### config.mk
export PLATFORM = sky130hd
export DESIGN_NAME = bcmp_front
export DESIGN_NICKNAME = d
export VERILOG_FILES = /design/src/sv/bcmp_pkg.sv /design/src/sv/bcmp_front.sv
export SDC_FILE = /design/constraint.sdc
export NUM_CORES = 1
export LEC_CHECK = 0
export BUFFER_PORTS_ARGS = -buffer_cell sky130_fd_sc_hd__buf_4
export CORE_MARGIN = 2
export CORE_UTILIZATION = 55
export DETAILED_ROUTE_END_ITERATION = 8
export GPL_ROUTABILITY_DRIVEN = 0
export GPL_TIMING_DRIVEN = 0
export HOLD_SLACK_MARGIN = 0.08
export PLACE_DENSITY_LB_ADDON = 0.25
export SLEW_MARGIN = 40
export SYNTH_ARGS = -nofsm -noshare
export SYNTH_HDL_FRONTEND = slang
export SYNTH_SLANG_ARGS = --single-unit
### constraint.sdc
create_clock -name clk -period 2.91 [get_ports clk]
set_input_delay 0.582 -clock clk [delete_from_list [all_inputs] [get_ports clk]]
set_output_delay 0.582 -clock clk [all_outputs]
set_load 0.05 [all_outputs]
### src/sv/bcmp_pkg.sv
package bcmp_pkg;

  localparam int unsigned RES_W = 30;
  localparam int unsigned IDX_W = 15;
  localparam int unsigned MUL_LAT = 4;

  localparam logic [29:0] PRIME = 30'd998244353;
  localparam logic [29:0] PRIME_EXP = 30'd998244351;
  localparam logic [31:0] PRIME_X1 = 32'd998244353;
  localparam logic [31:0] PRIME_X2 = 32'd1996488706;
  localparam logic [63:0] MU_WIDE = (64'd1 << 60) / 64'd998244353;
  localparam logic [30:0] MU = MU_WIDE[30:0];

  typedef struct packed {
    logic             oor;
    logic             zero;
    logic [IDX_W-1:0] am;
    logic [IDX_W-1:0] an;
    logic [IDX_W-1:0] ad;
  } qry_t;

endpackage

### src/sv/bcmp_front.sv
module bcmp_front #(
  parameter int unsigned TABLE_MAX = 1023
) (
  input  logic             clk,
  input  logic             rst,
  input  logic             s_tvalid,
  output logic             s_tready,
  input  logic [31:0]      s_tdata,   // top_count [15:0], choose_count [31:16]
  output logic             q_valid,
  output bcmp_pkg::qry_t   q_data,
  input  logic             q_ready
);
  import bcmp_pkg::*;

  localparam int unsigned QD = 4;

  logic [15:0] m;
  logic [15:0] n;
  logic [15:0] diff;
  logic signed [31:0] m_ext;
  qry_t cls;
  qry_t qmem [QD];
  logic [1:0] wr_ptr;
  logic [1:0] rd_ptr;
  logic [2:0] count;
  logic push;
  logic pop;

  assign m = s_tdata[15:0];
  assign n = s_tdata[31:16];
  assign diff = m - n;
  assign m_ext = {{16{m[15]}}, m};

  always_comb begin
    cls.oor  = m_ext > $signed(32'(TABLE_MAX));
    cls.zero = m[15] | n[15] | ($signed(m) < $signed(n));
    cls.am   = m[IDX_W-1:0];
    cls.an   = n[IDX_W-1:0];
    cls.ad   = diff[IDX_W-1:0];
  end

  assign s_tready = count != 3'(QD);
  assign push = s_tvalid & s_tready;
  assign q_valid = count != '0;
  assign q_data = qmem[rd_ptr];
  assign pop = q_valid & q_ready;

  always_ff @(posedge clk) begin
    if (rst) begin
      wr_ptr <= '0;
      rd_ptr <= '0;
      count  <= '0;
    end else begin
      if (push) wr_ptr <= wr_ptr + 2'd1;
      if (pop) rd_ptr <= rd_ptr + 2'd1;
      count <= count + 3'(push) - 3'(pop);
    end
    if (push) qmem[wr_ptr] <= cls;
  end
endmodule

==> metrics.txt <==
# TYPE chip_impl_metric gauge
chip_impl_metric{name="postSynthNetCount",unit=""} 469
chip_impl_metric{name="vdd.ir_drop.worst",unit="V"} 0.000748
chip_impl_metric{name="clk_pin_slew",unit="ns"} 0.07
chip_impl_metric{name="cp_slowest_stage_delay",unit="ns"} 0.58
chip_impl_metric{name="initial_drc_count",unit=""} 341
chip_impl_metric{name="synthesis_warning_total",unit=""} 0
chip_impl_metric{name="synthCells",unit=""} 408
chip_impl_metric{name="number_of_placed_instances_with_taps_included",unit=""} 680
chip_impl_metric{name="diodes",unit=""} 0
chip_impl_metric{name="clkLatencyLatePin",unit="ns"} 0.43
chip_impl_info{name="worstPathCellList",value="buf_4 -> buf_2 -> mux4_2 -> buf_4"} 1
chip_impl_info{name="grt_most_used_layer",value="met2"} 1
chip_impl_metric{name="detail_route.vias_per_cell",unit=""} 5.70
chip_impl_info{name="synth_largest_area_cell",value="edfxtp_1"} 1
chip_impl_metric{name="yosys.cell_types.count",unit=""} 37
chip_impl_metric{name="initial_utilization",unit="%"} 55.5
chip_impl_metric{name="cap_violations",unit=""} 0
chip_impl_metric{name="worst_ep_required_time",unit="ns"} 2.33
chip_impl_metric{name="post_cts_hold_buffer_count",unit=""} 0
chip_impl_info{name="holdCritStartpoint",value="s_tdata[30]"} 1
chip_impl_metric{name="final_max_slew_viol_count",unit=""} 0
chip_impl_metric{name="place_worst_setup_slack",unit="ns"} -0.0540
chip_impl_info{name="ys_dominant_reg_cell",value="edfxtp_1"} 1
chip_impl_metric{name="htreeDepth",unit=""} 4
chip_impl_metric{name="clock-sinks",unit=""} 197
chip_impl_metric{name="port_buffers",unit=""} 84
chip_impl_metric{name="minimum_period_implied_by_the_final_worst_setup_slack",unit="ns"} 2.76
chip_impl_metric{name="clk_path_buf_depth",unit=""} 2
chip_impl_metric{name="wl_per_cell",unit="um"} 20.7
chip_impl_info{name="crit_type",value="reg2out"} 1
chip_impl_info{name="worstSetupEndpointType",value="output port"} 1
chip_impl_metric{name="worst_ep_arrival_time",unit="ns"} 2.17
chip_impl_metric{name="ios",unit=""} 85
chip_impl_metric{name="grt_pass1_vias",unit=""} 4279
chip_impl_info{name="ys_top_cells_by_count",value="edfxtp_1, mux4_2, inv_1, ha_1, nor2_1"} 1
chip_impl_info{name="tritoncts",value="done"} 1
chip_impl_metric{name="layout.filler_cells",unit=""} 989
chip_impl_metric{name="die_w",unit="um"} 124
chip_impl_metric{name="final_antenna_net_count",unit=""} 0
chip_impl_metric{name="fmax",unit="MHz"} 363
chip_impl_metric{name="totalPowerFinal",unit="W"} 0.00912
chip_impl_metric{name="dp.final_hpwl",unit="mm"} 9.71
chip_impl_metric{name="placement_rows",unit=""} 44
chip_impl_info{name="result_of_the_run",value="finished clean"} 1
chip_impl_metric{name="synthesis.area_per_instance",unit="um^2"} 19.5
chip_impl_metric{name="fin_tns_setup",unit="ns"} 0
chip_impl_metric{name="seq_area_frac_synth",unit="%"} 73.1
chip_impl_metric{name="final_nets",unit=""} 576
chip_impl_info{name="crit_path_start_kind",value="flop"} 1
chip_impl_metric{name="multi_input_area",unit="mm^2"} 0.00202
chip_impl_metric{name="fp.coreArea",unit="mm^2"} 0.0144
chip_impl_metric{name="die_extent_in_y",unit="um"} 124
chip_impl_metric{name="grt_max_degree",unit=""} 32
chip_impl_info{name="count_leader_synth",value="edfxtp_1"} 1
chip_impl_metric{name="drc_violations",unit=""} 0
chip_impl_info{name="clockRootBuffer",value="clkbuf_16"} 1
chip_impl_info{name="critical_path.most_common_cell",value="buf_4"} 1
chip_impl_metric{name="detailedRoute.firstPassIterationCount",unit=""} 5
chip_impl_metric{name="grt_antenna_before_repair",unit=""} 0
chip_impl_metric{name="cts_buffers",unit=""} 17
chip_impl_info{name="reg2reg_from",value="count[1]$_SDFF_PP0_"} 1
chip_impl_info{name="worst_hold_path_type",value="in2reg"} 1
chip_impl_metric{name="placedInstanceArea",unit="mm^2"} 0.00893
chip_impl_metric{name="grt_first_pass_wirelength",unit="mm"} 23.6
chip_impl_metric{name="timing.final.ws_setup",unit="ns"} 0.154
chip_impl_info{name="netlist_top_cells_area",value="edfxtp_1, mux4_2, ha_1"} 1
chip_impl_metric{name="power_leakage",unit="nW"} 3.37
chip_impl_metric{name="grt_usage",unit="%"} 20.4
chip_impl_metric{name="syn_to_final_growth",unit="%"} 19.8
chip_impl_metric{name="fin_worst_skew",unit="ns"} 0.00697
chip_impl_metric{name="drt-total-wl",unit="mm"} 14.7
chip_impl_metric{name="layoutNonFillerInstCount",unit=""} 712
chip_impl_metric{name="design.die.area",unit="mm^2"} 0.0155
chip_impl_metric{name="synth_enable_flop_cells",unit=""} 188
chip_impl_info{name="cpMaxStageDelayCell",value="mux4_2"} 1
chip_impl_metric{name="critPathMaxFanout",unit=""} 10
chip_impl_metric{name="final_min_period_over_clock_period",unit="%"} 94.7
chip_impl_metric{name="synth-async-reset-ratio",unit="%"} 0
chip_impl_info{name="rsz0062_at_grt",value="no"} 1
chip_impl_metric{name="synth.ff_latch_count",unit=""} 197
chip_impl_metric{name="postCtsSetupRepairBufs",unit=""} 0
chip_impl_metric{name="drive_above_1_share",unit="%"} 34.8
chip_impl_metric{name="setup_viol_count_final",unit=""} 0
chip_impl_metric{name="post_synth_instance_area",unit="mm^2"} 0.00797
chip_impl_metric{name="slew-limit-headroom",unit="%"} 45.1
chip_impl_metric{name="final-hold-violation-count",unit=""} 0
chip_impl_metric{name="worstMarginPinSlew",unit="ns"} 0.823
chip_impl_metric{name="synthDominantCellAreaShare",unit="%"} 70.8
chip_impl_metric{name="dr_total_vias",unit=""} 4058
chip_impl_metric{name="grt_use_met2",unit="%"} 32.3
chip_impl_metric{name="grtUsageMet1",unit="%"} 27.7
chip_impl_metric{name="groute.layer.met3.usage",unit="%"} 5.03
chip_impl_metric{name="grt-ovfl-total",unit=""} 0
chip_impl_metric{name="layout.area.seq",unit="mm^2"} 0.00583
chip_impl_metric{name="power_density",unit="mW/mm^2"} 955
chip_impl_metric{name="fin_area",unit="mm^2"} 0.00955
## layout make-up
cell class / count / share of cell area [%]
Buffer: 10 / 0.524
Clock buffer: 18 / 4.49
Clock inverter: 14 / 1.93
Inverter: 28 / 1.10
Multi-Input combinational cell: 173 / 21.1
Sequential cell: 197 / 61.0
Tap cell: 184 / 2.41
Timing Repair Buffer: 88 / 7.44
## flip-flops by register name (all words and copies together) (netlist names), named ones only
name / count
rd_ptr: 2
qmem: 188
wr_ptr: 2
count: 3
## layer usage
| layer | vias to the layer above | share of wire [%] |
|---|---|---|
| li1 | 1835 | - |
| met1 | 2070 | 42 |
| met2 | 138 | 50 |
| met3 | 15 | 6.4 |
| met4 | 0 | 1.5 |
| met5 | - | 0 |
## what timing repair did
action / 4_1_cts / 5_1_grt
setup endpoints to repair: 3 / 0
gates resized for setup: 2 / 0
endpoints found under the hold margin: 0 / 0
## kinds of logic (layout without fill, tap and decap cells)
group,after synthesis,count (layout),share of synthesized area [%]
flops,197,197,73.1
simple gates,52,52,3.25
fa+ha+maj,25,25,4.11
xor+xnor,16,16,1.76
compound gates,33,33,2.64
mux,47,47,13.3
buf+inv,38,158,1.91
## metrics by stage
| stage | util (%) | hold slack, ns |
|---|---|---|
| detailed placement | 62.2 | 0.524 |
| global route | 66.5 | 0.344 |
| global placement | 61.5 | 0.481 |
| CTS | 66.5 | 0.340 |
| finish | 66.5 | 0.356 |
| floorplan | - | 0.463 |
## worst max-delay path, delay by kind of cell (launching register included)
family / cells / cell delay, ns
buffers and inverters: 3 / 0.84
multiplexers: 1 / 0.58
flip-flops: 1 / 0.32
## report_power, final
group / internal (W) / switching [W]
combinational: 0.00110 / 0.00201
sequential: 0.00351 / 0.0000876
clock: 0.00143 / 0.000976
total: 0.00604 / 0.00308
## worst paths after layout
kind | end | slack, ns | cells after the start
worst max register to register | count[2]$_SDFF_PP0_ | 0.77 | 8
worst min-delay path | qmem[2][29]$_DFFE_PP_ | 0.36 | 1
worst min register to register | wr_ptr[1]$_SDFFE_PP0P_ | 0.52 | 2
worst max-delay path | q_data[27] | 0.15 | 4
## cells in the final DEF, fill, tap and decap left out, types with 2 or more instances in the layout
master,count
o21ai_0,9
clkinv_4,2
nor2b_1,3
nand2_1,12
nand3_1,2
buf_2,6
o21ai_1,2
and2_1,2
clkinv_1,2
and3_4,4
buf_4,85
nor2_1,14
and3_1,2
clkbuf_16,17
buf_12,4
dfxtp_1,9
clkinv_2,3
clkinvlp_4,2
nor3_1,4
edfxtp_1,188
xor2_1,3
or3_1,2
fa_1,2
bufinv_16,4
a21oi_1,12
xnor2_1,13
clkbuf_1,3
inv_1,28
mux4_2,47
ha_1,23
nand2b_1,4
Note: power is estimated with default switching activity, not from simulation.
